--- config.mk ---
export PLATFORM = sky130hd
export DESIGN_NAME = fts_front
export DESIGN_NICKNAME = d
export VERILOG_FILES = /design/src/rtl/core/fts_pkg.sv /design/src/rtl/core/fts_front.sv
export SDC_FILE = /design/constraint.sdc
export NUM_CORES = 1
export LEC_CHECK = 0
export BUFFER_PORTS_ARGS = -buffer_cell sky130_fd_sc_hd__buf_2
export CAP_MARGIN = 10
export CORE_MARGIN = 2
export CORE_UTILIZATION = 39
export CTS_BUF_LIST = sky130_fd_sc_hd__clkbuf_16
export CTS_CLUSTER_DIAMETER = 150
export DETAILED_ROUTE_END_ITERATION = 16
export PLACE_DENSITY = 0.84
export SYNTH_ARGS = -nofsm -noshare
export SYNTH_HDL_FRONTEND = slang
export SYNTH_SLANG_ARGS = --single-unit
--- constraint.sdc ---
create_clock -name clk -period 2.24 [get_ports clk]
set_input_delay 0.224 -clock clk [delete_from_list [all_inputs] [get_ports clk]]
set_output_delay 0.224 -clock clk [all_outputs]
set_load 0.01 [all_outputs]
--- src/rtl/core/fts_pkg.sv ---
package fts_pkg;

  // Default table size
  localparam int unsigned DEPTH_DEFAULT = 256;

  // Field widths
  localparam int unsigned VALUE_W  = 32;
  localparam int unsigned INDEX_W  = 8;

  // Command queue between front and back
  localparam int unsigned Q_DEPTH = 2;
  localparam int unsigned Q_AW    = 1;
  localparam int unsigned Q_CW    = 2;

  // Input function codes
  localparam logic [1:0] FUNC_CLEAR  = 2'd0;
  localparam logic [1:0] FUNC_APPEND = 2'd1;
  localparam logic [1:0] FUNC_SEARCH = 2'd2;

  // Operation after classification
  typedef enum logic [1:0] {
    OP_CLEAR  = 2'd0,
    OP_APPEND = 2'd1,
    OP_SEARCH = 2'd2,
    OP_NOP    = 2'd3
  } op_t;

  // Result status codes
  typedef enum logic [1:0] {
    ST_OK    = 2'd0,
    ST_MISS  = 2'd1,
    ST_EMPTY = 2'd2,
    ST_FULL  = 2'd3
  } status_t;

  // One classified request
  typedef struct packed {
    op_t                op;
    logic [VALUE_W-1:0] key;
  } cmd_t;

  // One result from the back end
  typedef struct packed {
    logic               done;
    status_t            status;
    logic [INDEX_W-1:0] index;
  } res_t;

  // Back-end sequencer states
  typedef enum logic [5:0] {
    S_IDLE  = 6'b000001,
    S_FIB   = 6'b000010,
    S_PROBE = 6'b000100,
    S_CMP   = 6'b001000,
    S_FINAL = 6'b010000,
    S_FCMP  = 6'b100000
  } bstate_t;

endpackage

--- src/rtl/core/fts_front.sv ---
module fts_front (
  input  logic                        clk,
  input  logic                        rst,
  input  logic                        start,
  input  logic [1:0]                  func,
  input  logic [fts_pkg::VALUE_W-1:0] value,
  output logic                        busy,
  input  logic                        q_full,
  output logic                        push,
  output fts_pkg::cmd_t               push_cmd
);

  logic          fv;
  fts_pkg::cmd_t fcmd;
  fts_pkg::op_t  op_dec;

  // Map the function field onto an operation
  always_comb begin
    case (func)
      fts_pkg::FUNC_CLEAR:  op_dec = fts_pkg::OP_CLEAR;
      fts_pkg::FUNC_APPEND: op_dec = fts_pkg::OP_APPEND;
      fts_pkg::FUNC_SEARCH: op_dec = fts_pkg::OP_SEARCH;
      default:              op_dec = fts_pkg::OP_NOP;
    endcase
  end

  // Hold off only when the input stage is loaded and cannot drain
  assign busy     = fv && q_full;
  assign push     = fv && !q_full;
  assign push_cmd = fcmd;

  // Input stage
  always_ff @(posedge clk) begin
    if (rst) begin
      fv <= 1'b0;
    end else if (start && !busy) begin
      fv <= 1'b1;
    end else if (push) begin
      fv <= 1'b0;
    end
  end

  always_ff @(posedge clk) begin
    if (start && !busy) begin
      fcmd.op  <= op_dec;
      fcmd.key <= value;
    end
  end

endmodule

After elaboration in Yosys (flattened, before gate mapping)
Cells that the tools add are included.
{"block": "op_classes", "n_eq_ne": 2, "n_reduce_logical": 7, "n_mux": 3}
{"op": "$pmux W2 S3", "n": 1}
{"op": "$logic_and A1 B1 Y1", "n": 3}
{"op": "$eq A2 B1 Y1 const B", "n": 1}
{"op": "$eq A2 B2 Y1 const B", "n": 1}
{"op": "$logic_not A1 Y1", "n": 2}
{"op": "$logic_not A2 Y1", "n": 1}
{"op": "$mux W1", "n": 2}
{"op": "$reduce_bool A2 Y1", "n": 1}
{"block": "totals", "reg_bits": 35, "elab_cells": 15, "output_inout_bits": 36}

Longest topological paths before layout
{"block": "logic_depth", "word_depth": 4, "depth_mapped": 2, "mapped_depth_nobuf": 2}

Least setup slack after synthesis
No wires, ideal clock.
{"block": "synth_timing", "path_kind": "register -> register", "from": "reg fv", "to": "reg fcmd, in the netlist push_cmd[0] (enable)", "setup_time_ns": 0.398, "path_slack_ns": 0.475, "path_stages_with_launch": 3, "synth_period_minus_slack_ns": 1.765, "t_arrival_ns": 1.367, "path_buffers": 0, "t_required_ns": 1.842, "cell_sequence": "dfxtp_1 -> and2_4 -> nor2b_2"}
{"block": "synth_via", "elab_chain_cells": 3}
{"item": "from (decl)", "line": "fts_front.sv:13", "source": "logic fv;"}
{"item": "from (signal assigned)", "line": "fts_front.sv:35", "source": "fv <= 1'b0;"}
{"item": "from (signal assigned)", "line": "fts_front.sv:37", "source": "fv <= 1'b1;"}
{"item": "from (signal assigned)", "line": "fts_front.sv:39", "source": "fv <= 1'b0;"}
{"item": "$logic_and A1 B1 Y1", "line": "fts_front.sv:28", "source": "assign busy = fv && q_full;"}
{"item": "net busy", "line": "fts_front.sv:7", "source": "output logic busy,"}
{"item": "$logic_not A1 Y1", "line": "fts_front.sv:44", "source": "if (start && !busy) begin"}
{"item": "$logic_and A1 B1 Y1", "line": "fts_front.sv:44"}
{"item": "to (decl)", "line": "fts_front.sv:14", "source": "fts_pkg::cmd_t fcmd;"}
The timed path passes the listed nets, and every way through them passes these cells.
A chain may end at the register's enable or synchronous reset.

Worst setup path after layout
{"block": "layout_timing", "from": "reg fv", "to": "reg fcmd, in the netlist push_cmd[9] (enable)"}
{"block": "layout_via", "elab_chain_cells": 3}
{"item": "$logic_and A1 B1 Y1", "line": "fts_front.sv:28"}
{"item": "$logic_not A1 Y1", "line": "fts_front.sv:44"}
{"item": "$logic_and A1 B1 Y1", "line": "fts_front.sv:44"}
Every way passes these cells.

==> out/metrics.csv <==
stage,metric,value,unit
layout,area_delta_synth_final,51.50,%
synth,yosys_warnings,0,
layout,multi_input_area,40.04,µm²
synth,syn_inst,42,
floorplanning,coreArea,2686,µm²
floorplanning,ioPinCount,74,
power_and_ir_drop,p_total,1.506,mW
sta,postLayoutSetupSlackWorst,860.6,ps
layout,post-route-util,61.11,%
power_and_ir_drop,p_int,1.218,mW
clock_network,insertion_delay,270,ps
sta,tns,0,ps
critical_path,rr_worst_depth,3,
placement,place_inst,145,
placement,place_area,1505,µm²
clock_network,clkSinkCount,35,
critical_path,crit_end,push_cmd[9]$_DFFE_PP_,
synth,avgSynthCellArea,25.80,µm²
critical_path,reg2reg_from,fv$_SDFFE_PP0P_,
sta,slew_headroom,68.56,%
placement,dp_hpwl,1514,µm
power_and_ir_drop,powerDensity,917.4,nW/µm²
detailed_routing,drt_drc_violations_left,0,
hold_path,hold_path_class,in2reg,
critical_path,critical_path_class,reg2reg,
synth,synth_largest_area_cell,edfxtp_1,
placement,preCtsSetupSlack,793.3,ps
global_routing,grt_max_degree,20,
global_routing,antenna_found_initial,0,
sta,tightest_slew,470.6,ps
floorplanning,rows,19,
critical_path,startpoint,fv$_SDFFE_PP0P_,
synth,syn_nets,80,
synth,synthTopCellsByArea,"edfxtp_1 (94%), dfxtp_1 (1.8%), and2_4 (0.81%)",
detailed_routing,drt_iter0_markers,13,
global_routing,grt_pass1_wl,3132,µm
synth,synth-seq-cells,35,
synth,yosys-top-cells-count,"edfxtp_1 (34), clkbuf_1 (2)",
clock_network,cts_made_buffers,5,
power_and_ir_drop,p_comb_share,7.4,%
placement,place_congestion,0.6691,
layout,drive_gt1_share,67.21,%
global_routing,track_usage,14.19,%
detailed_routing,wl_per_cell,12.98,µm
sta,slew_viol_final,0,
layout,seq_area,1041,µm²
synth,synth_cell_types,8,
layout,design_area,1642,µm²
clock_network,htree_num_levels,2,
synth,async_flop_share,0,%
sta,hold_viol_final,0,
critical_path,endpoint_kind,register,
detailed_routing,wl,1986,µm
clock_network,cts_resized,0,
sta,fin_crit,1379,ps
power_and_ir_drop,power.switching,287.9,µW
critical_path,cp.arrival,1360,ps
sta,skew,1.230,ps
detailed_routing,antenna_left,0,
floorplanning,die_y,56.71,µm
detailed_routing,vias,674,
global_routing,gr-total-overflow,0,
synth,synth_top_area_share,94.23,%
placement,io_buffers,73,
run,cap_viol_max_count,0,
clock_network,clk_path_buf_depth,2,
critical_path,start_kind,register,
run_status,status,finished clean,
clock_network,path_clk_slew,50,ps
detailed_routing,viasPerCell,4.405,
synth,yosysMostFrequentCell,edfxtp_1,
floorplanning,die_x,56.71,µm
critical_path,critPathRequiredTime,2220,ps
layout,nFillCells,218,
clock_network,post-cts-setup-buffers,0,
power_and_ir_drop,peakVddDrop,0.8262,mV
sta,grt_setup_unrepaired,no,
synth,synth_edf_count,34,
layout,nets,159,
sta,period_share,61.58,%
synth,synth_area,1084,µm²
synth,yosys_most_used_dff,edfxtp_1,
layout,fin_cells,153,
floorplanning,initial_core_util,40.34,%
clock_network,cts_root_buf,clkbuf_16,
layout,n_antenna_cell,0,
clock_network,hold_buffers,0,
power_and_ir_drop,p_leak,0.7278,nW
critical_path,r2r-end,push_cmd[9]$_DFFE_PP_,
sta,fmax,725.0,MHz
floorplanning,die_area,3216,µm²
global_routing,grt_pass1_vias,716,
critical_path,cp_max_fo,19,
clock_network,cts_tree,built,
synth,synth-seq-area-share,96.07,%
power_and_ir_drop,swShare,19.12,%
detailed_routing,dr.pass1.iters,4,
critical_path,rrSetupSlack,860,ps
sta,finalSetupViolations,0,
sta,whs,104.4,ps
power_and_ir_drop,clockPowerShare,41.2,%
power_and_ir_drop,power_frac_seq,51.3,%
-- power by group through the flow --
stage | Combinational [mW] | Sequential [mW] | Clock (mW)
after global placement | 0.110 | 0.785 | 0
final | 0.112 | 0.773 | 0.621
after floorplan | 0.0173 | 0.809 | 0
after global routing | 0.122 | 0.777 | 0.667
after CTS | 0.114 | 0.773 | 0.639
after detailed placement | 0.114 | 0.786 | 0
-- cell families (layout without fill, tap and decap cells) --
kind of cell / after synthesis / in the layout / synth area share (%)
flip-flops: 35 / 35 / 96.07
AND/OR/NAND/NOR: 4 / 4 / 2.771
buffers and inverters: 2 / 82 / 0.6931
AO/OA/AOI/OAI: 1 / 1 / 0.4615
-- metal layers --
layer,track usage (%),part of all wire [%],vias to the layer above
met2,22.26,50,54
met5,0,0,-
met1,12.58,31,298
met4,11.56,2.6,0
met3,8.986,17,5
li1,-,-,317
-- placed cells by master, fill, tap and decap left out --
cell / Yosys / routed
a21oi_1: 1 / 1
and2_4: 1 / 1
and2b_2: 1 / 1
buf_12: 0 / 1
buf_2: 0 / 73
clkbuf_16: 0 / 5
clkinv_1: 0 / 2
dfxtp_1: 1 / 1
edfxtp_1: 34 / 34
inv_1: 0 / 1
nor2_1: 1 / 1
nor2b_4: 0 / 1
-- area by class of cell --
cell class | instances | share of cell area, %
flip-flops and latches | 35 | 63.41
repair buffers | 74 | 23.48
clock buffers | 5 | 7.622
multi-input cells | 5 | 2.439
well taps | 31 | 2.363
clock inverters | 3 | 0.6860
-- worst max-delay path, stage by stage (launching register included) --
cell	delay, ps
dfxtp_1	310
and2_4	150
nor2b_4	400
buf_12	220
-- state kept, by name, indices dropped and copies added, names as in the netlist --
signal,flops
push_cmd,34
fv,1
-- worst min path at each step --
stage | startpoint | end | slack, ps | cells after the start
after global routing | rst | fv$_SDFFE_PP0P_ | 100 | 2
after detailed placement | rst | fv$_SDFFE_PP0P_ | 390 | 2
after global placement | rst | fv$_SDFFE_PP0P_ | 380 | 2
after floorplan | rst | fv$_SDFFE_PP0P_ | 300 | 1
after CTS | rst | fv$_SDFFE_PP0P_ | 100 | 2
final | rst | fv$_SDFFE_PP0P_ | 100 | 2
No activity file was read; power rests on OpenSTA's default activity.
