`src/rtl/core/fts_pkg.sv`:
```
package fts_pkg;

  // Default table size
  localparam int unsigned DEPTH_DEFAULT = 256;

  // Field widths
  localparam int unsigned VALUE_W  = 32;
  localparam int unsigned INDEX_W  = 8;

  // Command queue between front and back
  localparam int unsigned Q_DEPTH = 2;
  localparam int unsigned Q_AW    = 1;
  localparam int unsigned Q_CW    = 2;

  // Input function codes
  localparam logic [1:0] FUNC_CLEAR  = 2'd0;
  localparam logic [1:0] FUNC_APPEND = 2'd1;
  localparam logic [1:0] FUNC_SEARCH = 2'd2;

  // Operation after classification
  typedef enum logic [1:0] {
    OP_CLEAR  = 2'd0,
    OP_APPEND = 2'd1,
    OP_SEARCH = 2'd2,
    OP_NOP    = 2'd3
  } op_t;

  // Result status codes
  typedef enum logic [1:0] {
    ST_OK    = 2'd0,
    ST_MISS  = 2'd1,
    ST_EMPTY = 2'd2,
    ST_FULL  = 2'd3
  } status_t;

  // One classified request
  typedef struct packed {
    op_t                op;
    logic [VALUE_W-1:0] key;
  } cmd_t;

  // One result from the back end
  typedef struct packed {
    logic               done;
    status_t            status;
    logic [INDEX_W-1:0] index;
  } res_t;

  // Back-end sequencer states
  typedef enum logic [5:0] {
    S_IDLE  = 6'b000001,
    S_FIB   = 6'b000010,
    S_PROBE = 6'b000100,
    S_CMP   = 6'b001000,
    S_FINAL = 6'b010000,
    S_FCMP  = 6'b100000
  } bstate_t;

endpackage

```
`src/rtl/core/fts_queue.sv`:
```
module fts_queue (
  input  logic          clk,
  input  logic          rst,
  input  logic          push,
  input  fts_pkg::cmd_t push_cmd,
  input  logic          pop,
  output logic          full,
  output logic          not_empty,
  output fts_pkg::cmd_t head
);

  fts_pkg::cmd_t                 entry [fts_pkg::Q_DEPTH];
  logic [fts_pkg::Q_AW-1:0]      wr_ptr;
  logic [fts_pkg::Q_AW-1:0]      rd_ptr;
  logic [fts_pkg::Q_CW-1:0]      fill;

  assign full      = (fill == fts_pkg::Q_CW'(fts_pkg::Q_DEPTH));
  assign not_empty = (fill != '0);
  assign head      = entry[rd_ptr];

  // Pointers and fill level
  always_ff @(posedge clk) begin
    if (rst) begin
      wr_ptr <= '0;
      rd_ptr <= '0;
      fill   <= '0;
    end else begin
      if (push) begin
        wr_ptr <= wr_ptr + 1'b1;
      end
      if (pop) begin
        rd_ptr <= rd_ptr + 1'b1;
      end
      if (push && !pop) begin
        fill <= fill + 1'b1;
      end else if (pop && !push) begin
        fill <= fill - 1'b1;
      end
    end
  end

  // Entry storage
  always_ff @(posedge clk) begin
    if (push) begin
      entry[wr_ptr] <= push_cmd;
    end
  end

endmodule

```
`config.mk`:
```
export PLATFORM = sky130hd
export DESIGN_NAME = fts_queue
export DESIGN_NICKNAME = d
export VERILOG_FILES = /design/src/rtl/core/fts_pkg.sv /design/src/rtl/core/fts_queue.sv
export SDC_FILE = /design/constraint.sdc
export NUM_CORES = 1
export LEC_CHECK = 0
export BUFFER_PORTS_ARGS = -buffer_cell sky130_fd_sc_hd__buf_2
export CORE_ASPECT_RATIO = 0.8
export CORE_MARGIN = 10
export CORE_UTILIZATION = 45
export DETAILED_ROUTE_END_ITERATION = 8
export PLACE_DENSITY = 0.73
export RECOVER_POWER = 50
export SYNTH_ARGS = -nofsm -noshare
export SYNTH_HDL_FRONTEND = slang
export SYNTH_SLANG_ARGS = --single-unit
```
`constraint.sdc`:
```
create_clock -name clk -period 2.56 [get_ports clk]
set_clock_uncertainty 0.05 [all_clocks]
set_input_delay 0.512 -clock clk [delete_from_list [all_inputs] [get_ports clk]]
set_output_delay 0.512 -clock clk [all_outputs]
set_load 0.1 [all_outputs]
```
Word level (Yosys, flattened, before mapping). Memory sizes are Yosys's and may differ from the RTL's. A register that Yosys moved wholly into a read port is not among the register bits. Index checks and enable logic that the tools add are counted.

Flip-flop bits (word level): 4. Memories: 1. Memory bits (writable): 68. Logic and storage cells: 21.

Reduce and logical (&&, ||, !) cells: 6. Mux-type cells: 6. Add/sub/neg operators: 4. Eq/ne operators: 1.

Memories: entry (words 2, bits a word 34, read ports 1, clocked after memory_dff 1, wr ports 1, RTL line fts_queue.sv:12) `fts_pkg::cmd_t entry [fts_pkg::Q_DEPTH];`.

Operator list (number): 1-bit 2-to-1 mux (4); 2-bit 2-to-1 mux (2); 2-bit nonzero test (2); 1-bit adder, second input constant (2); 2-bit by 1-bit adder with 2-bit output, second input constant (1); 2-bit == test, second input constant (1); 1-bit logical AND (2); 1-bit logical NOT (2); 2-bit by 1-bit subtractor with 2-bit output, second input constant (1).

Longest topological paths before layout. Gate-level depths: netlist (run 1).

Word-level depth: 4. Mapped depth: 5. Gate-level depth less buffers: 5.

Worst setup path after synthesis (run 1). OpenSTA, ideal clock, no wires.

Kind: input to register. From: input push. To: memory entry[0][0] in the netlist's numbering, enable pin. Data arrival time: 2045 ps. Slack: 36 ps. Stages: 1. Required time: 2081 ps. Path through: nor2b_1.

Cells in the longest elaborated chain, start to end: 2.

Ends and longest elaborated chain: start, declared (RTL line fts_queue.sv:4) `input logic push,`; 1-bit 2-to-1 mux (RTL line fts_queue.sv:44) `if (push) begin`; 1-bit 2-to-1 mux (not written as such) (RTL line fts_queue.sv:45) `entry[wr_ptr] <= push_cmd;`; end, declared (RTL line fts_queue.sv:12).

No other way between the ends.

==> results of run 1 <==
==> metrics by stage <==
stage                     instance area, um2  utilization  cells
after floorplan                         2663            -    128
final                                   3789       0.6783    294
after global routing                    3789       0.6783    294
after global placement                  3646       0.6528    279
after detailed placement                3646       0.6528    279
after CTS                               3822       0.6844    294
==> metal layers <==
metal,vias up,share of wire,GRT usage
met5,-,0,0
met4,0,0.010,0.04785
met3,4,0.065,0.05664
met2,49,0.55,0.2169
met1,699,0.37,0.1224
li1,657,-,-
==> final cells by class <==
cell class | count | area share
sequential | 73 | 0.5654
timing repair buffer | 77 | 0.2322
multi-input combinational | 50 | 0.1291
clock buffer | 11 | 0.03468
tap | 78 | 0.02576
clock inverter | 4 | 0.01189
inverter | 1 | 0.0009908
==> worst max-delay path by stage <==
stage          depth (start not counted)  slack [ns]                    end
2_1_floorplan                          1        0.04  entry[0][0]$_DFFE_PP_
3_3_place_gp                           3        0.82                head[2]
3_5_place_dp                           3        0.79                head[2]
4_1_cts                                3        0.41                head[2]
5_1_grt                                3        0.35                head[2]
6_report                               3        0.46                head[2]
==> cell families after synthesis <==
group,count (synthesis),synth area share
and+or+nand+nor,9,0.01833
xor gates and xnor gates,4,0.01316
adders and majority gates,1,0.004698
DFF,73,0.8045
buffers and inverters,5,0.01174
muxes,34,0.1438
AOI/OAI and AO/OA,2,0.003756
==> worst register-to-register path, cell delays in order (launching register included) <==
cell and delay, ns:
sky130_fd_sc_hd__dfxtp_1 0.33, sky130_fd_sc_hd__nor2b_1 0.11, sky130_fd_sc_hd__clkbuf_2 0.70
==> flip-flops by register name, summed over array words and instances (netlist names), named ones only <==
name    cells
entry      68
fill        2
rd_ptr      1
wr_ptr      1
==> cell usage in the layout (no fill, tap or decap) <==
cell / n
sky130_fd_sc_hd__edfxtp_1: 68
sky130_fd_sc_hd__mux2_2: 34
sky130_fd_sc_hd__buf_12: 34
sky130_fd_sc_hd__clkbuf_1: 21
sky130_fd_sc_hd__buf_2: 20
sky130_fd_sc_hd__clkbuf_8: 9
sky130_fd_sc_hd__dfxtp_1: 5
sky130_fd_sc_hd__nor2_1: 4
sky130_fd_sc_hd__clkinv_2: 3
sky130_fd_sc_hd__buf_4: 3
sky130_fd_sc_hd__xor2_1: 2
sky130_fd_sc_hd__xnor2_1: 2
sky130_fd_sc_hd__inv_1: 1
sky130_fd_sc_hd__or2_2: 1
sky130_fd_sc_hd__and2_1: 1
sky130_fd_sc_hd__and2b_2: 1
sky130_fd_sc_hd__nor2b_1: 1
sky130_fd_sc_hd__o21ai_0: 1
sky130_fd_sc_hd__or3_1: 1
sky130_fd_sc_hd__a21oi_1: 1
sky130_fd_sc_hd__ha_1: 1
sky130_fd_sc_hd__bufinv_16: 1
sky130_fd_sc_hd__clkbuf_2: 1
==> power groups by stage <==
stage	clock network (mW)	registers [mW]	logic, mW
floorplan	0	1.43	0.626
global placement	0	1.43	0.966
detailed placement	0	1.44	0.980
CTS	0.844	1.41	0.982
global route	0.904	1.42	0.996
finish	0.819	1.41	0.963
==> out/qor_table.md, run 1 <==
| Parameter | Value | Unit |
| --- | --- | --- |
| P_int | 2.153 | mW |
| Most common cell in the synthesized netlist | sky130_fd_sc_hd__edfxtp_1 | - |
| Peak VDD IR | 453.7 | uV |
| DRC violations left | 0 | - |
| Clock buffers created by TritonCTS | 9 | - |
| P&R area growth vs syn | 42.29 | % |
| Aggregate global-route resource usage | 0.1214 | - |
| Sinks on Clock Net | 73 | - |
| Minimum setup slack among reg-to-reg paths | 0.99 | ns |
| Number of cell instances on the worst register-to-register path | 2 | - |
| Cell leakage power | 1.397 | nW |
| Clock network fraction of total power | 0.257 | - |
| Max Fanout on Critical Path | 20 | - |
| Number of placement rows | 24 | - |
| Hold slack | 0.3135 | ns |
| Portion of the post-synthesis area used by sequential elements | 0.8045 | - |
| Clock tree from TritonCTS | yes | - |
| Number of search-and-repair iterations in the first detailed-routing pass | 4 | - |
| Setup TNS after final layout | 0 | ns |
| Clock latency reported for the late side of the worst-skew pair | 0.33 | ns |
| Hold Buf Count CTS | 0 | - |
| Number of synthesized flops with an enable pin | 68 | - |
| Ys Warns | 0 | - |
| Avg Synthesized Cell Area | 20.80 | um2 |
| Final worst path period share | 0.8217 | - |
| Count of buffers inserted at the top-level ports | 73 | - |
| Total of cells resized after clock tree synthesis | 0 | - |
| Longest Clk Path Bufs | 2 | - |
| Final setup slack of the worst path | 0.4565 | ns |
| Maximum Capacitance Violations | 0 | - |
| Leading cell types by total area after synthesis | sky130_fd_sc_hd__edfxtp_1, sky130_fd_sc_hd__mux2_2, sky130_fd_sc_hd__dfxtp_1 | - |
| Post-synth design cell area | 0.002663 | mm2 |
| Setup repair after global routing missed its margin | no | - |
| Combinational Power Share | 0.302 | - |
| Core footprint | 0.005585 | mm2 |
| Slowest cell on crit path | sky130_fd_sc_hd__mux2_2 | - |
| Share of synthesized registers carrying an async set or reset | 0 | - |
| Capturing point of the worst reg2reg path | entry[0][12]$_DFFE_PP_ | - |
| Number of buffers inserted by post-CTS setup repair | 0 | - |
| Depth of the CTS H-tree | 3 | - |
| Aggregate routed wire length | 5398 | um |
| Kind of capture point of the worst setup path | output pin | - |
| Total power per unit cell area | 842.4 | mW/mm2 |
| Most instantiated flip-flop cell in the synthesis netlist | sky130_fd_sc_hd__edfxtp_1 | - |
| CP delay by family, top | buffers and inverters | - |
| Number of instances in the synthesized netlist | 128 | - |
| Worst-path cell chain | buf_4 > mux2_2 > buf_12 | - |
| Largest net degree at the start of global routing | 35 | - |
| Depth of the worst hold-timing path | 1 | - |
| Critical path type | register to output pin | - |
| Critical path launch point type | register | - |
| Worst EP arrival | 1.54 | ns |
| Number of antenna violations at the first check in global routing | 0 | - |
| Root Buffer Master | sky130_fd_sc_hd__clkbuf_8 | - |
| Required @ worst endpoint | 2.00 | ns |
| Fin nets | 251 | - |
| Number of vias in the routed layout | 1409 | - |
| Fraction of final layout cells with drive strength greater than 1 | 0.4954 | - |
| Max Fclk | 475.4 | MHz |
| Hold path startpoint | push_cmd[9] | - |
| Number of global-route vias before repair | 1696 | - |
| Gpl congestion | 0.6547 | - |
| Crit path largest cell delay | 0.41 | ns |
| Seq. cell area | 0.002142 | mm2 |
| Hold Violations, Final | 0 | - |
| Final Setup Violations | 0 | - |
| Net switching power of the design | 1.039 | mW |
| Rel. slew slack | 0.4045 | - |
| First-pass GRT wire length | 8597 | um |
| Average wire per standard cell | 18.36 | um |
| Placement Setup Slack | 0.7945 | ns |
| R2r startpoint | wr_ptr$_SDFFE_PP0P_ | - |
| Clk slew on worst S/H paths | 0.07 | ns |
| Run status | finished, final reports clean | - |
| DR iter-0 viols | 82 | - |
| Leading cell types by count after synthesis | sky130_fd_sc_hd__edfxtp_1, sky130_fd_sc_hd__mux2_2, sky130_fd_sc_hd__dfxtp_1 | - |
| Number of filler instances in the final layout | 424 | - |
| Register bit total from synthesis | 73 | - |
| Synth area leader | sky130_fd_sc_hd__edfxtp_1 | - |
| Sequential power share | 0.442 | - |
| Initial Utilization | 0.4767 | - |
| Net switching fraction of the power | 0.3255 | - |
| Number of unique standard cell types used by synthesis | 17 | - |
| Total power | 3.191 | mW |
| Total inserted antenna cells | 0 | - |
| Share of the synthesized area in the top cell type | 0.7669 | - |
| Number of pins with negative max-slew slack in the final report | 0 | - |
| Shortest period the worst path allows | 2.103 | ns |
| Worst Hold Class | input port to register | - |
| Post-DR vias/cell | 4.793 | - |
| Die Span X | 106 | um |
| Die Span Y | 88.80 | um |
| Number of nets with antenna violations after routing | 0 | - |
| Total area of multi-input combinational cells | 489.2 | um2 |
| Io pins | 74 | - |
| Number of buffers and inverters on the critical path | 2 | - |
| Transition time of the tightest slew-check pin | 0.8932 | ns |
| Syn Nets | 167 | - |
| HPWL after detailed placement | 3930 | um |
| Die area | 0.009413 | mm2 |
| Sum of overflow across all layers after global routing | 0 | - |
| Terminating pin of the worst hold path | entry[0][9]$_DFFE_PP_ | - |
(Power assumes the default switching activity.)
==> inputs of run 2 (changes only) <==
Clock period 2.56 ns to 1.7 ns, I/O delays scaled along.
==> run 2 against run 1 <==
  * The run now ends with setup timing left
  * Via count grew 0.78%
  * Cell count up 1.7%
  * Critical endpoint is now head[27]
  * Setup slack got worse by 0.61 ns
  * Core utilization increased by 4.1 points
  * Hold slack got worse by 0.17 ns
  * Clock power grew 53%
  * Power increased by 55%
==> out/qor_table.md, run 2 (same netlist as run 1, synthesis figures left out) <==
| Parameter | Value | Unit | vs previous |
| --- | --- | --- | --- |
| Run status | finished with violations | - | was finished, final reports clean |
| Violations in the final reports | setup timing | - |  |
| Depth of the CTS H-tree | 3 | - | unchanged |
| Count of buffers inserted at the top-level ports | 73 | - | unchanged |
| Number of nets with antenna violations after routing | 0 | - | unchanged |
| Number of global-route vias before repair | 1520 | - | was 1696 |
| Max Fanout on Critical Path | 9 | - | was 20 |
| Slowest cell on crit path | sky130_fd_sc_hd__dfxtp_4 | - | was sky130_fd_sc_hd__mux2_2 |
| P&R area growth vs syn | 50.89 | % | was 42.29% |
| Share of the core filled with cells in the final layout | 0.7193 | - | was 0.6783 |
| Kind of capture point of the worst setup path | output pin | - | unchanged |
| Most used cell along the critical path | sky130_fd_sc_hd__buf_12 | - |  |
| Hold Buf Count CTS | 0 | - | unchanged |
| Core footprint | 0.005585 | mm2 | unchanged |
| Largest registers ranked by flip-flop count | entry x68, fill x2 | - | unchanged |
| DRC violations left | 0 | - | unchanged |
| Required @ worst endpoint | 1.31 | ns | was 2.00 ns |
| Number of antenna violations at the first check in global routing | 0 | - | unchanged |
| Post-DR vias/cell | 4.749 | - | was 4.793 |
| Number of pins with negative max-slew slack in the final report | 0 | - | unchanged |
| Worst-path cell chain | buf_12 > mux2_2 > buf_12 | - | was buf_4 > mux2_2 > buf_12 |
| Final setup slack of the worst path | -0.1489 | ns | was 0.4565 ns |
| Longest Clk Path Bufs | 2 | - | unchanged |
| Gpl congestion | 0.6708 | - | was 0.6547 |
| First-pass GRT wire length | 8204 | um | was 8597 um |
| Largest net degree at the start of global routing | 22 | - | was 35 |
| Transition time of the tightest slew-check pin | 0.2955 | ns | was 0.8932 ns |
| Largest register FFs | 68 | - | unchanged |
| Placed inst area | 0.003666 | mm2 | was 0.003646 mm2 |
| Clk slew on worst S/H paths | 0.07 | ns | about the same |
| Maximum Capacitance Violations | 0 | - | unchanged |
| Number of buffers inserted by post-CTS setup repair | 0 | - | unchanged |
| Die area | 0.009413 | mm2 | unchanged |
| Sinks on Clock Net | 73 | - | unchanged |
| Reg with most FFs | entry | - | unchanged |
| Peak VDD IR | 912.9 | uV | was 453.7 uV |
| Final instance area | 0.004018 | mm2 | was 0.003789 mm2 |
| Initial Utilization | 0.4767 | - | unchanged |
| Fin nets | 255 | - | was 251 |
| Minimum setup slack among reg-to-reg paths | 0.46 | ns | was 0.99 ns |
| Max Fclk | 540.9 | MHz |  |
| Number of search-and-repair iterations in the first detailed-routing pass | 4 | - | unchanged |
| Shortest period the worst path allows | 1.849 | ns |  |
| Aggregate routed wire length | 5660 | um | was 5398 um |
| Clock buffers created by TritonCTS | 9 | - | unchanged |
| Number of vias in the routed layout | 1420 | - | was 1409 |
| Critical path type | register to output pin | - | unchanged |
| Most frequent cells in the layout | sky130_fd_sc_hd__edfxtp_1, sky130_fd_sc_hd__buf_12, sky130_fd_sc_hd__buf_2 | - | was sky130_fd_sc_hd__edfxtp_1, sky130_fd_sc_hd__mux2_2, sky130_fd_sc_hd__buf_12 |
| Crit path largest cell delay | 0.42 | ns | was 0.41 ns |
| Average wire per standard cell | 18.93 | um | was 18.36 um |
| Setup repair after global routing missed its margin | yes | - | was no |
| Die Span X | 106 | um | unchanged |
| Io pins | 74 | - | unchanged |
| Clock tree from TritonCTS | yes | - | unchanged |
| Root Buffer Master | sky130_fd_sc_hd__clkbuf_8 | - | unchanged |
| Total inserted antenna cells | 0 | - | unchanged |
| Rel. slew slack | 0.8030 | - | was 0.4045 |
| Final worst path period share | 1.088 | - |  |
| Aggregate global-route resource usage | 0.1170 | - | was 0.1214 |
| DR iter-0 viols | 62 | - | was 82 |
| Most frequent standard cell in the layout excluding fill and tap cells | sky130_fd_sc_hd__edfxtp_1 | - | unchanged |
| Clock latency reported for the late side of the worst-skew pair | 0.33 | ns | about the same |
| Die Span Y | 88.80 | um | unchanged |
| Worst EP arrival | 1.46 | ns | was 1.54 ns |
| Final Setup Violations | 34 | - | was 0 |
| Number of placement rows | 24 | - | unchanged |
| Fraction of final layout cells with drive strength greater than 1 | 0.5566 | - | was 0.4954 |
| Worst Hold Class | input port to register | - | unchanged |
| Sum of overflow across all layers after global routing | 0 | - | unchanged |
| Cell leakage power | 1.567 | nW | was 1.397 nW |
| Hold Violations, Final | 0 | - | unchanged |
| Total power per unit cell area | 1231 | mW/mm2 | was 842.4 mW/mm2 |
| Critical path launch point type | register | - | unchanged |
==> run 2: cell types whose count changed in the layout (fill, tap and decap cells not counted), sizes merged <==
cell      before  now
buf           57   67
clkinv         3    5
clkbuf        31   23
clkinvlp       0    1
==> run 2: per-stage QoR <==
step	setup TNS [ns]	power (mW)	setup WS, ns	cells	hold slack (ns)
3_5_place_dp	0	3.641	0.1599	280	0.4429
4_1_cts	-5.044	4.944	-0.1716	297	0.1211
3_3_place_gp	0	3.622	0.1632	280	0.4352
2_1_floorplan	0	3.097	0.002133	128	0.3591
5_1_grt	-5.966	5.121	-0.2008	299	0.1182
6_report	-4.295	4.946	-0.1489	299	0.1406
==> run 2: layout make-up <==
| cell class | instances | area [um2] |
|---|---|---|
| Clock inverter | 7 | 61.31 |
| Multi-Input combinational cell | 50 | 590.6 |
| Clock buffer | 9 | 123.9 |
| Tap cell | 78 | 97.59 |
| Inverter | 1 | 3.754 |
| Fill cell | 380 | 1568 |
| Sequential cell | 73 | 2146 |
| Timing Repair Buffer | 81 | 994.7 |
==> run 2: power breakdown <==
part,switching (mW),internal [mW]
Clock,0.591,0.661
Combinational,0.983,0.578
Sequential,0.0426,2.09
Total,1.62,3.33
==> run 2: what timing repair did <==
item,CTS,global route
setup endpoints to repair,35,35
gates cloned,1,2
gates resized for setup,18,12
==> run 2: per-layer routing <==
metal | vias to the layer above | wire (um) | global-route usage
li1 | 674 | - | -
met2 | 44 | 2972 | 0.1973
met4 | 0 | 41 | 0.03681
met5 | - | 0 | 0
met3 | 6 | 296 | 0.05084
met1 | 696 | 2349 | 0.1331
==> run 2: worst paths after layout <==
path                                           start               endpoint  depth (start not counted)
worst max-delay path                        register               head[27]                          3
worst min-delay path                     push_cmd[8]  entry[1][8]$_DFFE_PP_                          1
worst max register to register   wr_ptr$_SDFFE_PP0P_  entry[1][4]$_DFFE_PP_                          2
worst min register to register  fill[1]$_SDFFE_PP0P_   fill[1]$_SDFFE_PP0P_                          2
==> run 2: critical path, delay by kind of cell (launching register included) <==
| family | cells | cell delay [ns] |
|---|---|---|
| buf+inv | 2 | 0.33 |
| mux | 1 | 0.37 |
| flops | 1 | 0.42 |
